[config.mk]
export PLATFORM = sky130hd
export DESIGN_NAME = like_pattern_matcher
export DESIGN_NICKNAME = d
export VERILOG_FILES = /design/src/rtl/lpm_pkg.sv /design/src/rtl/lpm_cell.sv /design/src/rtl/lpm_ctrl.sv /design/src/rtl/like_pattern_matcher.sv
export SDC_FILE = /design/constraint.sdc
export NUM_CORES = 1
export LEC_CHECK = 0
export BUFFER_PORTS_ARGS = -buffer_cell sky130_fd_sc_hd__buf_2
export CAP_MARGIN = 5
export CORE_ASPECT_RATIO = 1.25
export CORE_UTILIZATION = 35
export DETAILED_ROUTE_END_ITERATION = 8
export PLACE_DENSITY_LB_ADDON = 0.15
export RECOVER_POWER = 50
export SETUP_SLACK_MARGIN = 0.15
export SYNTH_ARGS = -nofsm -noshare
export SYNTH_HDL_FRONTEND = slang
export SYNTH_SLANG_ARGS = --single-unit
[constraint.sdc]
create_clock -name aclk -period 17.2 [get_ports aclk]
set_clock_uncertainty 0.1 [all_clocks]
set_input_delay 3.44 -clock aclk [delete_from_list [all_inputs] [get_ports aclk]]
set_output_delay 3.44 -clock aclk [all_outputs]
set_load 0.005 [all_outputs]
[src/rtl/lpm_pkg.sv]
`timescale 1ns / 1ps
// ----------------------------------------------------------------------------
// lpm_pkg
// Shared types, codes and helpers for the LIKE pattern matcher.
// ----------------------------------------------------------------------------
package lpm_pkg;

    localparam int MAX_PATTERN = 64;
    localparam int NPOS        = MAX_PATTERN + 1;
    localparam int CNT_W       = $clog2(MAX_PATTERN + 1);

    localparam logic [7:0] CHAR_RUN   = 8'h25;
    localparam logic [7:0] CHAR_ONE   = 8'h5F;
    localparam logic [7:0] ESC_RESET  = 8'h5C;

    localparam int CFG_IDX_W = 1;
    localparam logic [CFG_IDX_W-1:0] CFG_ESCAPE_CHAR = 1'd0;
    localparam logic [CFG_IDX_W-1:0] CFG_IGNORE_CASE = 1'd1;

    typedef enum logic [1:0] {
        OP_PAT_CHAR = 2'd0,
        OP_PAT_END  = 2'd1,
        OP_VAL_CHAR = 2'd2,
        OP_VAL_END  = 2'd3
    } lpm_op_t;

    typedef enum logic [1:0] {
        ERR_NONE      = 2'd0,
        ERR_ESCAPE    = 2'd1,
        ERR_TOO_LONG  = 2'd2,
        ERR_NON_ASCII = 2'd3
    } lpm_err_t;

    typedef enum logic [1:0] {
        KIND_LIT = 2'd0,
        KIND_ONE = 2'd1,
        KIND_RUN = 2'd2
    } lpm_kind_t;

    typedef enum logic {
        ANS_PATTERN = 1'b0,
        ANS_VALUE   = 1'b1
    } lpm_ans_t;

    typedef struct packed {
        lpm_op_t    opcode;
        logic [7:0] symbol;
    } lpm_in_t;

    typedef struct packed {
        lpm_ans_t answer_kind;
        logic     matched;
        lpm_err_t error_code;
    } lpm_out_t;

    // broadcast from the control block to every cell
    typedef struct packed {
        logic       act_init;
        logic       step;
        logic [7:0] sym;
        logic       ignore_case;
        lpm_kind_t  wr_kind;
        logic [7:0] wr_char;
    } lpm_cmd_t;

    function automatic logic [7:0] lpm_fold(input logic [7:0] c);
        if (c >= 8'h41 && c <= 8'h5A) begin
            return c + 8'd32;
        end
        return c;
    endfunction

endpackage

[src/rtl/lpm_cell.sv]
`timescale 1ns / 1ps
// ----------------------------------------------------------------------------
// lpm_cell
// One pattern position: stored element plus its active bit.
// ----------------------------------------------------------------------------
module lpm_cell
    import lpm_pkg::*;
(
    input  logic     aclk,
    input  logic     aresetn,
    input  lpm_cmd_t cmd,
    input  logic     wr_en,
    input  logic     valid,
    input  logic     init_val,
    input  logic     carry_in,
    input  logic     adv_in,
    output logic     carry_out,
    output logic     adv_out,
    output logic     closed
);

    lpm_kind_t  kind_reg;
    logic [7:0] char_reg;
    logic       act_reg;
    logic       act_next;
    logic       is_run;
    logic       hit;

    always_ff @(posedge aclk) begin
        if (wr_en) begin
            kind_reg <= cmd.wr_kind;
            char_reg <= cmd.wr_char;
        end
    end

    always_ff @(posedge aclk) begin
        if (!aresetn) begin
            act_reg <= init_val;
        end else begin
            act_reg <= act_next;
        end
    end

    always_comb begin
        case (kind_reg)
            KIND_LIT: hit = (char_reg == cmd.sym) ||
                            (cmd.ignore_case && lpm_fold(char_reg) == lpm_fold(cmd.sym));
            KIND_ONE: hit = 1'b1;
            default:  hit = 1'b0;
        endcase
    end

    // a run never follows a run, so one step of closure is enough
    assign closed    = act_reg | carry_in;
    assign is_run    = valid && (kind_reg == KIND_RUN);
    assign carry_out = act_reg && is_run;
    assign adv_out   = closed && valid && hit;

    always_comb begin
        if (cmd.act_init) begin
            act_next = init_val;
        end else if (cmd.step) begin
            act_next = (closed && is_run) || adv_in;
        end else begin
            act_next = act_reg;
        end
    end

endmodule

[src/rtl/lpm_ctrl.sv]
`timescale 1ns / 1ps
// ----------------------------------------------------------------------------
// lpm_ctrl
// Pattern loader, fault tracking, config registers and result register.
// ----------------------------------------------------------------------------
module lpm_ctrl
    import lpm_pkg::*;
(
    input  logic                 aclk,
    input  logic                 aresetn,
    input  logic                 s_valid,
    output logic                 s_ready,
    input  lpm_in_t              s_data,
    output logic                 m_valid,
    input  logic                 m_ready,
    output lpm_out_t             m_data,
    input  logic                 cfg_wr_en,
    input  logic [CFG_IDX_W-1:0] cfg_index,
    input  logic [7:0]           cfg_data,
    input  logic                 hit,
    output logic [CNT_W-1:0]     count,
    output logic                 push,
    output logic [CNT_W-1:0]     wr_index,
    output lpm_cmd_t             cmd
);

    logic [7:0]       esc_char_reg;
    logic             ign_case_reg;
    logic [CNT_W-1:0] cnt_reg, cnt_next;
    logic             last_run_reg, last_run_next;
    logic             esc_pend_reg, esc_pend_next;
    lpm_err_t         pfault_reg, pfault_next;
    logic             sealed_reg, sealed_next;
    logic             vfault_reg, vfault_next;
    logic             m_valid_reg, m_valid_next;
    lpm_out_t         m_data_reg, m_data_next;

    logic             accept;
    logic             clr;
    logic             do_push;
    lpm_kind_t        push_kind;
    logic [7:0]       push_char;
    logic [CNT_W-1:0] push_idx;
    lpm_err_t         perr;
    lpm_err_t         verr;

    assign s_ready = !m_valid_reg || m_ready;
    assign accept  = s_valid && s_ready;
    assign m_valid = m_valid_reg;
    assign m_data  = m_data_reg;
    assign count   = cnt_reg;

    always_ff @(posedge aclk) begin
        if (!aresetn) begin
            esc_char_reg <= ESC_RESET;
            ign_case_reg <= 1'b0;
        end else if (cfg_wr_en) begin
            case (cfg_index)
                CFG_ESCAPE_CHAR: esc_char_reg <= cfg_data;
                CFG_IGNORE_CASE: ign_case_reg <= cfg_data[0];
                default: ;
            endcase
        end
    end

    always_ff @(posedge aclk) begin
        if (!aresetn) begin
            cnt_reg      <= '0;
            last_run_reg <= 1'b0;
            esc_pend_reg <= 1'b0;
            pfault_reg   <= ERR_NONE;
            sealed_reg   <= 1'b0;
            vfault_reg   <= 1'b0;
            m_valid_reg  <= 1'b0;
        end else begin
            cnt_reg      <= cnt_next;
            last_run_reg <= last_run_next;
            esc_pend_reg <= esc_pend_next;
            pfault_reg   <= pfault_next;
            sealed_reg   <= sealed_next;
            vfault_reg   <= vfault_next;
            m_valid_reg  <= m_valid_next;
        end
    end

    always_ff @(posedge aclk) begin
        m_data_reg <= m_data_next;
    end

    always_comb begin
        if (pfault_reg == ERR_NON_ASCII) begin
            perr = ERR_NON_ASCII;
        end else if (esc_pend_reg) begin
            perr = ERR_ESCAPE;
        end else begin
            perr = pfault_reg;
        end
        verr = (perr == ERR_NONE && vfault_reg) ? ERR_NON_ASCII : perr;
    end

    // pattern loading
    always_comb begin
        cnt_next      = cnt_reg;
        last_run_next = last_run_reg;
        esc_pend_next = esc_pend_reg;
        pfault_next   = pfault_reg;
        sealed_next   = sealed_reg;
        vfault_next   = vfault_reg;
        clr           = 1'b0;
        do_push       = 1'b0;
        push_kind     = KIND_LIT;
        push_char     = s_data.symbol;
        push_idx      = cnt_reg;

        if (accept) begin
            case (s_data.opcode)
                OP_PAT_CHAR: begin
                    if (sealed_reg) begin
                        clr           = 1'b1;
                        sealed_next   = 1'b0;
                        cnt_next      = '0;
                        last_run_next = 1'b0;
                        esc_pend_next = 1'b0;
                        pfault_next   = ERR_NONE;
                        vfault_next   = 1'b0;
                    end
                    if (s_data.symbol[7]) begin
                        pfault_next = ERR_NON_ASCII;
                    end
                    if (esc_pend_next) begin
                        esc_pend_next = 1'b0;
                        do_push       = 1'b1;
                    end else if (s_data.symbol == esc_char_reg) begin
                        esc_pend_next = 1'b1;
                    end else if (s_data.symbol == CHAR_RUN) begin
                        do_push   = 1'b1;
                        push_kind = KIND_RUN;
                        push_char = '0;
                    end else if (s_data.symbol == CHAR_ONE) begin
                        do_push   = 1'b1;
                        push_kind = KIND_ONE;
                        push_char = '0;
                    end else begin
                        do_push = 1'b1;
                    end
                    // runs collapse into the previous run
                    if (push_kind == KIND_RUN && cnt_next != '0 && last_run_next) begin
                        do_push = 1'b0;
                    end
                    if (do_push && cnt_next >= CNT_W'(MAX_PATTERN)) begin
                        do_push = 1'b0;
                        if (pfault_next == ERR_NONE) begin
                            pfault_next = ERR_TOO_LONG;
                        end
                    end
                    if (do_push) begin
                        // a new pattern writes from slot zero
                        push_idx      = cnt_next;
                        cnt_next      = cnt_next + 1'b1;
                        last_run_next = (push_kind == KIND_RUN);
                    end
                end
                OP_PAT_END: begin
                    sealed_next = 1'b1;
                end
                OP_VAL_CHAR: begin
                    if (s_data.symbol[7]) begin
                        vfault_next = 1'b1;
                    end
                end
                OP_VAL_END: begin
                    vfault_next = 1'b0;
                end
                default: ;
            endcase
        end
    end

    // cell commands
    always_comb begin
        push             = do_push;
        wr_index         = push_idx;
        cmd.act_init     = clr || (accept && s_data.opcode == OP_VAL_END);
        cmd.step         = accept && s_data.opcode == OP_VAL_CHAR;
        cmd.sym          = s_data.symbol;
        cmd.ignore_case  = ign_case_reg;
        cmd.wr_kind      = push_kind;
        cmd.wr_char      = push_char;
    end

    // result register
    always_comb begin
        m_valid_next = m_valid_reg;
        m_data_next  = m_data_reg;
        if (m_valid_reg && m_ready) begin
            m_valid_next = 1'b0;
        end
        if (accept && s_data.opcode == OP_PAT_END) begin
            m_valid_next            = 1'b1;
            m_data_next.answer_kind = ANS_PATTERN;
            m_data_next.matched     = 1'b0;
            m_data_next.error_code  = perr;
        end else if (accept && s_data.opcode == OP_VAL_END) begin
            m_valid_next            = 1'b1;
            m_data_next.answer_kind = ANS_VALUE;
            m_data_next.matched     = (verr == ERR_NONE) && hit;
            m_data_next.error_code  = verr;
        end
    end

endmodule

[src/rtl/like_pattern_matcher.sv]
`timescale 1ns / 1ps
// ----------------------------------------------------------------------------
// like_pattern_matcher
// SQL LIKE matcher: pattern elements held in a row of cells, value
// characters stepped through the cells as a bit-vector automaton.
// ----------------------------------------------------------------------------
//  channel  ports                          carries
//  s_       s_valid s_ready s_data         opcode, symbol
//  m_       m_valid m_ready m_data         answer_kind, matched, error_code
//  cfg_     cfg_wr_en cfg_index cfg_data   escape_char, ignore_case
//
//  on every value character all 65 position cells update together, each
//  using only its left neighbor's run carry and advance bit.
//  pattern end and value end items load the result register; s_ready is low
//  only while that register holds an item the sink has not taken.
//  synchronous active-low reset clears the loader and sets only position 0.
// ----------------------------------------------------------------------------
module like_pattern_matcher
    import lpm_pkg::*;
(
    input  logic                 aclk,
    input  logic                 aresetn,
    input  logic                 s_valid,
    output logic                 s_ready,
    input  lpm_in_t              s_data,
    output logic                 m_valid,
    input  logic                 m_ready,
    output lpm_out_t             m_data,
    input  logic                 cfg_wr_en,
    input  logic [CFG_IDX_W-1:0] cfg_index,
    input  logic [7:0]           cfg_data
);

    logic [CNT_W-1:0] count;
    logic             push;
    logic [CNT_W-1:0] wr_index;
    lpm_cmd_t         cmd;
    logic             hit;
    logic [NPOS-1:0]  carry;
    logic [NPOS-1:0]  adv;
    logic [NPOS-1:0]  closed;
    logic [NPOS-1:0]  end_hit;

    lpm_ctrl u_ctrl (
        .aclk      (aclk),
        .aresetn   (aresetn),
        .s_valid   (s_valid),
        .s_ready   (s_ready),
        .s_data    (s_data),
        .m_valid   (m_valid),
        .m_ready   (m_ready),
        .m_data    (m_data),
        .cfg_wr_en (cfg_wr_en),
        .cfg_index (cfg_index),
        .cfg_data  (cfg_data),
        .hit       (hit),
        .count     (count),
        .push      (push),
        .wr_index  (wr_index),
        .cmd       (cmd)
    );

    genvar i;
    generate
        for (i = 0; i < NPOS; i++) begin : g_cell
            logic c_in;
            logic a_in;
            logic init_v;
            if (i == 0) begin : g_first
                assign c_in   = 1'b0;
                assign a_in   = 1'b0;
                assign init_v = 1'b1;
            end else begin : g_rest
                assign c_in   = carry[i-1];
                assign a_in   = adv[i-1];
                assign init_v = 1'b0;
            end

            lpm_cell u_cell (
                .aclk      (aclk),
                .aresetn   (aresetn),
                .cmd       (cmd),
                .wr_en     (push && wr_index == CNT_W'(i)),
                .valid     (count > CNT_W'(i)),
                .init_val  (init_v),
                .carry_in  (c_in),
                .adv_in    (a_in),
                .carry_out (carry[i]),
                .adv_out   (adv[i]),
                .closed    (closed[i])
            );

            // the end of the pattern sits at position count
            assign end_hit[i] = closed[i] && (count == CNT_W'(i));
        end
    endgenerate

    assign hit = |end_hit;

endmodule
=== Yosys cells after proc, flatten, opt, wreduce, memory -nomap -nowiden ===
Index checks and enable logic that the tools add are counted.

* Flip-flop bits (word level): 734
* Bits in latches: 0
* RAM bits: 0
* Memory bits (read-only): 0
* Input bits: 24
* Output and inout bits: 6
* Word-level logic and storage cells: 2371
* Memories: 0

* Add/sub/neg operators: 66
* Multipliers: 0
* Div/mod/pow operators: 0
* Order comparisons: 196
* Eq/ne operators: 395
* Shift-type cells: 0
* Muxes and demuxes: 639
* Bitwise operators: 66
* Reduce and logical (&&, ||, !) cells: 803

{| class="wikitable"
|+ Operator list
! operator !! count
|-
| $mux 8 || 327
|-
| $eq 8x8->1 || 129
|-
| $logic_and 1x1->1 || 590
|-
| $add 8x6->8 const B || 65
|-
| $ge 8x7->1 const B || 65
|-
| $le 8x7->1 const B || 65
|-
| $eq 7x6->1 const B || 64
|-
| $eq 7x5->1 const B || 32
|-
| $gt 7x6->1 const B || 32
|-
| $mux 1 || 221
|-
| $eq 2x2->1 const B || 69
|-
| $logic_not 2->1 || 68
|-
| $eq 2x1->1 const B || 65
|-
| $logic_or 1x1->1 || 130
|-
| $pmux 1 s2 || 65
|-
| $eq 7x4->1 const B || 16
|-
| $gt 7x5->1 const B || 16
|-
| $reduce_or 65->1 || 1
|-
| $or 1x1->1 || 64
|-
| $eq 7x3->1 const B || 8
|-
| $gt 7x4->1 const B || 8
|-
| $mux 7 || 7
|-
| $mux 2 || 18
|-
| $eq 7x2->1 const B || 4
|-
| other kinds (22) || 36
|}

=== Logic depth before layout (Yosys ltp) ===
Gate-level depths: netlist of run 1.

* Depth after elaboration: 22
* Gate-level depth with buffers: 12
* Gate-level depth less buffers: 9

=== Cells and area by module ===
Synthesis of run 1 repeated with hierarchy kept, for this count alone.

* Cells, all modules: 4721
* Area total of the unflattened synthesis: 51556.9 um^2

{| class="wikitable"
|+ By module, submodules not included
! module !! instances !! cells each !! area each (um^2)
|-
| lpm_cell || 65 || 64 || 737.0
|-
| like_pattern_matcher || 1 || 351 || 1948.1
|-
| lpm_ctrl || 1 || 210 || 1706.6
|}

=== Worst setup path after synthesis of run 1 ===
No wires, ideal clock.

* Path type: input -> register
* From: input s_data[3] (netlist name)
* To: register g_cell[0].u_cell.char_reg[5] (data pin)
* Library setup time: 0.684 ns
* Data arrival time: 8.826 ns
* Path slack: 7.590 ns
* Stages: 5
* Buffers on the path: 1
* Cell sequence: buf_2 > or3_4 > nor4b_1 > nor3b_1 > nor2b_1

{| class="wikitable"
|+ RTL lines
! element !! line !! RTL
|-
| start: declaration || like_pattern_matcher.sv:25 || <nowiki>input lpm_in_t s_data,</nowiki>
|-
| end signal: assignment || lpm_cell.sv:32 || <nowiki>char_reg <= cmd.wr_char;</nowiki>
|-
| end: declaration || lpm_cell.sv:23 || <nowiki>logic [7:0] char_reg;</nowiki>
|}

==> results of run 1 <==
-- through the flow --
step	hold slack, ps	std cells	utilization (%)	setup WS, ps
floorplan	336	3653	-	7590
global placement	327	5041	37.0	8730
detailed placement	331	5041	37.0	8630
CTS	340	5181	39.3	9340
global route	348	5181	39.2	4860
finish	337	5181	39.2	5330
-- layout by cell type, fill, tap and decap left out, drive strengths merged, types with 90 or more instances in the layout --
| cell | Yosys | final |
|---|---|---|
| nor2 | 265 | 265 |
| dfxtp | 90 | 90 |
| clkbuf | 74 | 117 |
| nor3 | 192 | 192 |
| o21ai | 156 | 156 |
| nand3 | 168 | 168 |
| xor2 | 262 | 262 |
| nand2 | 192 | 192 |
| xnor2 | 444 | 444 |
| edfxtp | 644 | 644 |
| a21oi | 175 | 175 |
-- area by class of cell --
class / count / area (sq um) / share of cell area [%]
Sequential cell: 734 / 21100 / 47.4
Tap cell: 1470 / 1840 / 4.13
Inverter: 82 / 308 / 0.691
Clock buffer: 105 / 2180 / 4.88
Timing Repair Buffer: 85 / 571 / 1.28
Multi-Input combinational cell: 2670 / 18100 / 40.6
Clock inverter: 35 / 452 / 1.01
-- how the worst min path moves through the flow --
stage                               end  slack, ps  depth (start not counted)
detailed placement     u_ctrl.m_data[3]        330                          2
CTS                    u_ctrl.m_data[3]        340                          2
global placement       u_ctrl.m_data[3]        330                          2
global route           u_ctrl.m_data[3]        350                          2
floorplan           u_ctrl.last_run_reg        340                          2
finish                 u_ctrl.m_data[3]        340                          2
-- tightest hold or removal path, cell delays in order (launching register included) --
cell     delay (ps)
dfxtp_1         300
nand2_1          50
nand2_1          40
-- routing by layer --
layer	up-vias	routed length (um)	track usage (%)
li1	13600	-	-
met1	14700	56700	29.9
met2	1045	66500	39.9
met3	275	8900	3.47
met4	4	5710	10.0
met5	-	27	0
-- cells by family (layout without fill, tap and decap cells) --
group                    count (synthesis)  in the layout  synth area share, %
flip-flops                             734            734                 52.5
AND/OR/NAND/NOR                       1148           1148                 14.8
XOR/XNOR                               706            706                 15.3
AO/OA/AOI/OAI                          742            742                 12.5
buffers and inverters                  249            307                 2.68
other                                    1              2              0.00931
multiplexers                             5              5                0.130
adder cells (fa/ha/maj)                 67             67                 2.08
-- power breakdown --
group / internal (W) / switching [W]
Combinational: 0.0000808 / 0.000184
Sequential: 0.00194 / 0.0000123
Clock: 0.00104 / 0.000714
Total: 0.00306 / 0.000911
==> out/qor.csv, run 1 <==
stage;metric;value;unit
run_status;violations;max-capacitance violations, max-slew violations;
worst_setup_path;cp_cell_sequence;clkbuf_1, xnor2_1, and4_1, nand2_1, nand2_1, nor3b_1, clkbuf_1, clkbuf_1;
floorplan;std_cell_rows;138;
worst_setup_path;timing.reg2reg.setup_slack;11100;ps
synthesis;synth.most_common_cell;edfxtp_1;
worst_setup_path;critPathMaxFanout;68;
cts;cts_made_buffers;78;
floorplan;die_w;305;um
run_status;outcome;complete, but fails checks;
worst_setup_path;crit_path_end;g_cell[23].u_cell.kind_reg[1];
worst_setup_path;crit_family;buffers and inverters;
cts;cts.path.max_buffers;3;
synthesis;synth_cells;3652;
place;port_buffers;29;
timing;setup_viol;0;
cells_and_area;num_antenna_cells;0;
worst_setup_path;crit_required;16960;ps
cells_and_area;largest_register_ffs;512;
synthesis;synth_top_area_share;48.0;%
worst_setup_path;cp_slowest_cell;clkbuf_1;
cts;clock_sinks;734;
synthesis;yosys.area.top_type;edfxtp_1;
cts;cts_tree;done;
power_and_ir_drop;power_density;89.1;nW/um^2
place;dp_hpwl;88000;um
flow_run;cap_violations;13;
worst_setup_path;arrival;11630;ps
route;drc;0;
route;wl_per_cell;26.6;um
cts;cts-htree-levels;3;
global_routing;grtUsageTotal;23.6;%
floorplan;die_y;381;um
cells_and_area;fin_nets;3742;
min_path;hold_path_class;flop to flop;
global_routing;grt_max_degree;91;
route;vias_per_cell;5.72;
route;drtPass1Iterations;6;
cts;cts_setup_buffers;0;
synthesis;synth_common_cells;edfxtp_1 (644), xnor2_1 (444), nor2_1 (265);
global_routing;antenna_found_initial;7;
cts;holdBufCountCts;0;
power_and_ir_drop;ir_drop;65.2;uV
synthesis;synth_edf_count;644;
synthesis;ys_warn_count;0;
cts;clk_pin_slew;60;ps
cts;cts_resized;0;
route;dr.first_iter.drc_count;2629;
worst_setup_path;end_kind;flop;
worst_setup_path;criticalPathCategory;input port to flop;
floorplan;core_area;114000;sq um
synthesis;async_flop_share;0;%
timing;report.final.slew_viol_count;487;
cells_and_area;n_fill_cell;11000;
power_and_ir_drop;power.total;0.00397;W
route;vias;29600;
synthesis;yosys.cell_types.count;88;
worst_setup_path;crit_path_start;s_data[7];
global_routing;grt_pass1_wl;200000;um
min_path;worstHoldStart;u_ctrl.m_data[3];
timing;slew_headroom;-235;%
synthesis;ys_seq_area_share;52.5;%
timing;finalCritPeriodShare;69.0;%
cells_and_area;finalInstanceArea;44600;sq um
cells_and_area;drive_above_1_share;6.63;%
route;ant_nets;0;
cts;worstSkewPairLatency;680;ps
route;drt-total-wl;138000;um
synthesis;ys_ff_latch;734;
timing;worst_slew_pin_slew;5020;ps
place;placed_cell_area;42000;sq um
synthesis;syn-cell-area;40300;sq um
timing;period_needed;11870;ps
cells_and_area;syn_to_final_growth;10.6;%
global_routing;first_global_vias;29200;
worst_setup_path;slowest_delay;3380;ps
power_and_ir_drop;p_leak;14.4;nW
place;place_congestion;0.919;
worst_setup_path;cp_common_cell;clkbuf_1;
timing;clock.fmax;84.3;MHz
worst_setup_path;critPathLaunchType;input port;
cts;cts_root_buffer;clkbuf_16;
worst_setup_path;regToRegEndpoint;g_cell[23].u_cell.kind_reg[1];
timing;finalSetupTns;0;ps
synthesis;synth.avg_cell_area;11.0;sq um
worst_setup_path;reg2reg_from;u_ctrl.m_valid;
floorplan;num_io_pins;30;
worst_setup_path;worstRegToRegCells;6;
floorplan;dieArea;116000;sq um
worst_setup_path;cp_num_cells;8;
synthesis;synth-main-ff-cell;edfxtp_1;
worst_setup_path;crit_buf_inv;3;
timing;rsz0062_at_grt;no;
synthesis;yosys-top-cells-area;edfxtp_1 (48%), xnor2_1 (9.7%), xor2_1 (5.7%);
floorplan;initial_core_util;35.5;%
global_routing;grt_overflow;0;
timing;finalHoldViolCount;0;
Note: power is estimated with default switching activity, not from simulation.
==> run 2: changes to the inputs <==
==> constraint.sdc (replaced) <==
create_clock -name aclk -period 9.5 [get_ports aclk]
set_clock_uncertainty 0.1 [all_clocks]
set_input_delay 1.9 -clock aclk [delete_from_list [all_inputs] [get_ports aclk]]
set_output_delay 1.9 -clock aclk [all_outputs]
set_load 0.005 [all_outputs]
==> run 2 against run 1 <==
Against the previous run:
- the flow still finishes with violations (max-capacitance violations, max-slew violations)
- highest routed layer unchanged
- critical endpoint is now g_cell[27].u_cell.char_reg[1]
- global-route usage grew 0.058 points
- critical path type unchanged
- register-to-register slack lost 6800 ps
- worst hold slack gained 0.65 ps
- die area is the same
==> out/qor.csv, run 2 (synthesis gave the netlist of run 1 again) <==
stage;metric;value;unit;change
place;dp_hpwl;87800;um;-0.22%
cells_and_area;n_fill_cell;11000;;-0.72%
route;dr.first_iter.drc_count;2760;;+5.0%
place;place_congestion;0.958;;+4.3%
route;vias;29700;;+0.18%
cts;cts_root_buffer;clkbuf_16;;
cts;cts_resized;0;;unchanged
run_status;outcome;complete, but fails checks;;
power_and_ir_drop;ir_drop;121;uV;+86%
cts;clk_pin_slew;60;ps;about the same
floorplan;std_cell_rows;138;;unchanged
timing;slew_headroom;-120;%;+120 points
route;drc;0;;unchanged
route;vias_per_cell;5.71;;-0.18%
timing;clock.fmax;130;MHz;
cells_and_area;final_common_cell;edfxtp_1;;
cts;holdBufCountCts;0;;unchanged
power_and_ir_drop;p_leak;14.4;nW;+0.16%
cells_and_area;seqCellArea;21100;sq um;unchanged
worst_setup_path;reg2reg_from;u_ctrl.count[6];;
min_path;worstHoldEndpoint;u_ctrl.m_data[3];;
worst_setup_path;timing.reg2reg.setup_slack;4300;ps;-6800 ps
worst_setup_path;crit_path_start;s_data[1];;
worst_setup_path;end_kind;flop;;
floorplan;initial_core_util;35.5;%;unchanged
floorplan;num_io_pins;30;;unchanged
cts;worstSkewPairLatency;680;ps;about the same
min_path;worstHoldStart;u_ctrl.m_data[3];;
timing;finalSetupTns;0;ps;unchanged
timing;period_needed;7720;ps;
floorplan;die_y;381;um;unchanged
timing;finalHoldViolCount;0;;unchanged
global_routing;first_global_vias;29100;;-0.53%
flow_run;cap_violations;12;;-1
timing;finalCritPeriodShare;81.2;%;
route;ant_nets;0;;unchanged
cells_and_area;syn_to_final_growth;10.7;%;about the same
cells_and_area;fin_nets;3751;;+0.24%
cells_and_area;drive_above_1_share;6.87;%;+0.24 points
cts;cts.path.max_buffers;3;;unchanged
cts;clock_sinks;734;;unchanged
floorplan;die_w;305;um;unchanged
floorplan;core_area;114000;sq um;unchanged
timing;report.final.slew_viol_count;426;;-13%
worst_setup_path;regToRegEndpoint;g_cell[1].u_cell.char_reg[6];;
cells_and_area;multi_input_area;18100;sq um;+0.14%
timing;worst_slew_pin_slew;3290;ps;-1730 ps
floorplan;dieArea;116000;sq um;unchanged
place;port_buffers;29;;unchanged
worst_setup_path;worstRegToRegCells;9;;+3
route;drt-total-wl;139000;um;+0.80%
cts;cts_setup_buffers;0;;unchanged
min_path;hold_path_depth;2;;unchanged
cells_and_area;post-route-util;39.3;%;about the same
worst_setup_path;critPathLaunchType;input port;;
global_routing;grt_max_degree;68;;-25%
cells_and_area;largest_register_ffs;512;;unchanged
timing;whs;338;ps;+0.650 ps
global_routing;grt_overflow;0;;unchanged
global_routing;grtUsageTotal;23.6;%;+0.058 points
cts;cts_made_buffers;79;;+1.3%
power_and_ir_drop;power_density;160;nW/um^2;+79%
worst_setup_path;arrival;7800;ps;-3830 ps
global_routing;grt_pass1_wl;201000;um;+0.17%
timing;setup_viol;0;;unchanged
worst_setup_path;critPathMaxFanout;44;;-35%
cts;cts_tree;done;;
global_routing;antenna_found_initial;9;;+2
run_status;violations;max-capacitance violations, max-slew violations;;
min_path;hold_path_class;flop to flop;;
cts;cts-htree-levels;3;;unchanged
worst_setup_path;crit_required;9590;ps;-7370 ps
cells_and_area;final_cell_mix;edfxtp_1 (644), xnor2_1 (444), nor2_1 (265);;
route;drtPass1Iterations;6;;unchanged
route;wl_per_cell;26.7;um;+0.44%
worst_setup_path;criticalPathCategory;input port to flop;;
timing;rsz0062_at_grt;no;;
==> run 2: cell types whose count changed in the layout (fill, tap and decap cells not counted), sizes merged <==
cell / delta
bufinv: -2
diode: +4
clkinv: +10
buf: -1
clkinvlp: +1
clkbuf: +3
inv: +4
==> run 2: stage by stage <==
step | std cells | worst slack, ps | power, W | instance area, sq um
after floorplan | 3653 | 1430 | 0.00389 | 40300
after global placement | 5049 | 3110 | 0.00408 | 42100
after detailed placement | 5049 | 3000 | 0.00408 | 42100
after CTS | 5196 | 3710 | 0.00720 | 44700
after global routing | 5197 | 1710 | 0.00734 | 44600
final | 5200 | 1780 | 0.00713 | 44600
==> run 2: worst max-delay path, cell delays in order <==
cell	delay [ps]
clkbuf_1	2270
xnor2_1	280
and4_1	280
nand2_1	90
nand2_1	90
nor3b_1	80
nor2_1	760
and2_4	520
clkbuf_2	1410
==> run 2: layout make-up <==
| type | count | share of cell area [%] |
|---|---|---|
| flip-flops and latches | 734 | 47.4 |
| multi-input cells | 2670 | 40.6 |
| clock buffers | 99 | 4.73 |
| well taps | 1470 | 4.12 |
| repair buffers | 93 | 1.37 |
| clock inverters | 48 | 1.08 |
| inverters | 82 | 0.690 |
| diodes | 4 | 0.0224 |
==> run 2: power breakdown <==
group | total, W | internal [W] | switching, W
Sequential | 0.00354 | 0.00351 | 0.0000218
Combinational | 0.000482 | 0.000145 | 0.000336
Clock | 0.00311 | 0.00180 | 0.00131
==> run 2: how the worst max path moves through the flow <==
stage	slack, ps	cells past startpoint	end
5_1_grt	1710	10	g_cell[42].u_cell.act_reg
4_1_cts	3710	9	g_cell[18].u_cell.char_reg[0]
6_report	1780	9	g_cell[27].u_cell.char_reg[1]
3_3_place_gp	3110	9	g_cell[14].u_cell.char_reg[4]
2_1_floorplan	1430	5	g_cell[0].u_cell.char_reg[5]
3_5_place_dp	3000	9	g_cell[18].u_cell.char_reg[1]
==> run 2: layer usage <==
metal / vias up / global-route usage (%) / wire (um)
met5: - / 0 / 23
met4: 4 / 11.1 / 6470
met3: 293 / 3.32 / 8530
met2: 1050 / 39.0 / 65200
met1: 14700 / 30.5 / 58800
li1: 13600 / - / -
==> run 3: changes to the inputs <==
==> constraint.sdc (replaced) <==
create_clock -name aclk -period 7.95 [get_ports aclk]
set_clock_uncertainty 0.1 [all_clocks]
set_input_delay 1.59 -clock aclk [delete_from_list [all_inputs] [get_ports aclk]]
set_output_delay 1.59 -clock aclk [all_outputs]
set_load 0.005 [all_outputs]
==> run 3 against run 2 <==
Against the previous run:
- the run still ends with max-capacitance violations, max-slew violations left
- core utilization increased by 0.14 points
- critical path depth decreased by 1
- count of clock-buffer cells in the layout grew 8
- sequential power increased by 19%
- cell count unchanged
- combinational power grew 19%
- register-to-register slack worse by 1200 ps
- global-route usage shrank 0.20 points
- worst hold slack gained 1.6 ps
- total power grew 22%
- first-iteration DRC count decreased by 9.2%
- critical path type unchanged
- largest cell class unchanged
- highest routed layer unchanged
==> out/qor.csv, run 3 (synthesis gave the netlist of run 1 again) <==
stage;metric;value;unit;change
min_path;worstHoldEndpoint;u_ctrl.m_data[3];;
cts;cts_setup_buffers;0;;unchanged
run_status;violations;max-capacitance violations, max-slew violations;;
route;ant_nets;0;;unchanged
worst_setup_path;arrival;6780;ps;-1020 ps
worst_setup_path;reg2reg_from;u_ctrl.count[0];;
place;place_congestion;0.943;;-1.7%
cells_and_area;final_common_cell;edfxtp_1;;
cts;cts_made_buffers;78;;-1.3%
global_routing;grt_pass1_wl;199000;um;-1.1%
power_and_ir_drop;combPwrFrac;6.6;%;-0.2 points
min_path;hold_path_class;flop to flop;;
place;dp_hpwl;87800;um;about the same
cells_and_area;post-route-util;39.4;%;+0.14 points
floorplan;core_area;114000;sq um;unchanged
global_routing;top_usage_layer;met2;;
cts;cts-htree-levels;3;;unchanged
worst_setup_path;end_kind;flop;;
power_and_ir_drop;power_density;194;nW/um^2;+21%
power_and_ir_drop;p_leak;14.5;nW;+0.52%
min_path;worstHoldStart;u_ctrl.m_data[3];;
worst_setup_path;cp_cell_sequence;clkbuf_1, xnor2_1, and4_1, nand2_1, nand2_1, nor3b_1, nor2b_1, buf_4;;
flow_run;cap_violations;5;;-7
cts;cts_tree;done;;
global_routing;grtUsageTotal;23.4;%;-0.20 points
run_status;outcome;complete, but fails checks;;
min_path;hold_path_depth;2;;unchanged
floorplan;die_w;305;um;unchanged
global_routing;grt_util_met3;3.21;%;-0.11 points
timing;slew_headroom;-100;%;+19 points
worst_setup_path;crit_buf_inv;2;;unchanged
cells_and_area;syn_to_final_growth;11.1;%;
floorplan;num_io_pins;30;;unchanged
cts;clock_sinks;734;;unchanged
worst_setup_path;critPathLaunchType;input port;;
timing;period_needed;6640;ps;
worst_setup_path;critPathMaxFanout;50;;+14%
cells_and_area;largest_register_ffs;512;;unchanged
cts;holdBufCountCts;0;;unchanged
route;vias_per_cell;5.73;;+0.31%
cells_and_area;final_cell_mix;edfxtp_1 (644), xnor2_1 (444), nor2_1 (265);;
timing;finalHoldViolCount;0;;unchanged
global_routing;grt_max_degree;63;;-7.4%
cells_and_area;drive_above_1_share;6.97;%;+0.10 points
place;port_buffers;29;;unchanged
timing;worst_slew_pin_slew;3000;ps;-291 ps
floorplan;dieArea;116000;sq um;unchanged
route;drtPass1Iterations;6;;unchanged
timing;whs;340;ps;+1.60 ps
route;wl_per_cell;26.6;um;-0.53%
global_routing;antenna_found_initial;4;;-5
cts;clk_pin_slew;60;ps;about the same
cts;cts.path.max_buffers;3;;unchanged
worst_setup_path;slowest_delay;1560;ps;-710 ps
worst_setup_path;criticalPathCategory;input port to flop;;
power_and_ir_drop;netSwitchingFraction;23.2;%;-0.22 points
global_routing;use_met1;30.1;%;-0.33 points
route;vias;29800;;+0.31%
route;dr.first_iter.drc_count;2507;;-9.2%
cts;cts_root_buffer;clkbuf_16;;
worst_setup_path;crit_required;8090;ps;-1500 ps
floorplan;die_y;381;um;unchanged
route;drc;0;;unchanged
worst_setup_path;cp_common_cell;nand2_1;;
timing;report.final.slew_viol_count;125;;-71%
floorplan;initial_core_util;35.5;%;unchanged
global_routing;first_global_vias;28900;;-0.75%
global_routing;grt_overflow;0;;unchanged
worst_setup_path;regToRegEndpoint;g_cell[22].u_cell.char_reg[4];;
timing;clock.fmax;151;MHz;
worst_setup_path;timing.reg2reg.setup_slack;3150;ps;-1150 ps
worst_setup_path;worstRegToRegCells;10;;+1
power_and_ir_drop;p_seq_share;48.7;%;-0.9 points
place;dp_slack;2020;ps;-978 ps
power_and_ir_drop;ir_drop;134;uV;+10%
global_routing;use_met2;39.3;%;+0.24 points
cells_and_area;fin_nets;3754;;+0.080%
floorplan;std_cell_rows;138;;unchanged
power_and_ir_drop;p_int;0.00666;W;+22%
route;drt-total-wl;138000;um;-0.53%
cts;worstSkewPairLatency;680;ps;about the same
worst_setup_path;cp_slowest_cell;clkbuf_1;;
power_and_ir_drop;p_switching;0.00201;W;+20%
power_and_ir_drop;clockPowerShare;44.7;%;+1.0 points
place;placed_cell_area;42100;sq um;about the same
timing;finalSetupTns;0;ps;unchanged
timing;setup_viol;0;;unchanged
cts;cts_resized;0;;unchanged
timing;fin_ws;1310;ps;-469 ps
cells_and_area;finalInstanceArea;44800;sq um;+0.35%
worst_setup_path;crit_family;simple AND/OR/NAND/NOR gates;;
timing;rsz0062_at_grt;no;;
timing;finalCritPeriodShare;83.5;%;
-- run 3: cell count changes in the layout (fill, tap and decap cells not counted), moves of 5 or more --
cell	change
o21ai_0	-5
clkinv_1	-6
clkbuf_2	-5
o21ai_1	+5
buf_4	+10
-- run 3: area by class of cell --
class | count | area (sq um)
Fill cell | 11000 | 68800
Sequential cell | 734 | 21100
Multi-Input combinational cell | 2670 | 18100
Clock buffer | 107 | 2230
Tap cell | 1470 | 1840
Timing Repair Buffer | 97 | 669
Clock inverter | 38 | 467
Inverter | 82 | 308
Antenna cell | 2 | 5.00
-- run 3: layer usage --
metal | part of all wire [%] | vias up
met1 | 42 | 14900
li1 | - | 13600
met3 | 6.0 | 266
met2 | 48 | 992
met5 | 0.020 | -
met4 | 4.2 | 4
-- run 3: tightest hold or removal path, stage by stage (launching register included) --
cell,delay [ps]
dfxtp_1,310
nand2_1,50
nand2_1,40
-- run 3: per-stage QoR --
step | total power, W | cells
final | 0.00867 | 5200
after global routing | 0.00891 | 5199
after detailed placement | 0.00488 | 5053
after global placement | 0.00487 | 5053
after CTS | 0.00875 | 5198
after floorplan | 0.00465 | 3653
-- run 3: power by group through the flow --
stage / Combinational [W] / Clock (W) / Sequential [W]
6_report: 0.000575 / 0.00388 / 0.00422
5_1_grt: 0.000609 / 0.00408 / 0.00422
4_1_cts: 0.000578 / 0.00396 / 0.00422
3_5_place_dp: 0.000576 / 0 / 0.00430
3_3_place_gp: 0.000571 / 0 / 0.00430
2_1_floorplan: 0.000361 / 0 / 0.00429
-- run 3: worst max path at each step --
stage              start                            end  slack (ps)  depth (start not counted)
5_1_grt        s_data[3]  g_cell[58].u_cell.char_reg[5]        1250                          8
6_report       s_data[3]  g_cell[60].u_cell.char_reg[5]        1310                          8
4_1_cts        s_data[6]       g_cell[6].u_cell.act_reg        2710                         11
3_3_place_gp   s_data[6]       g_cell[6].u_cell.act_reg        2000                         11
3_5_place_dp   s_data[6]       g_cell[6].u_cell.act_reg        2020                         11
2_1_floorplan  s_data[3]   g_cell[0].u_cell.char_reg[5]         190                          5
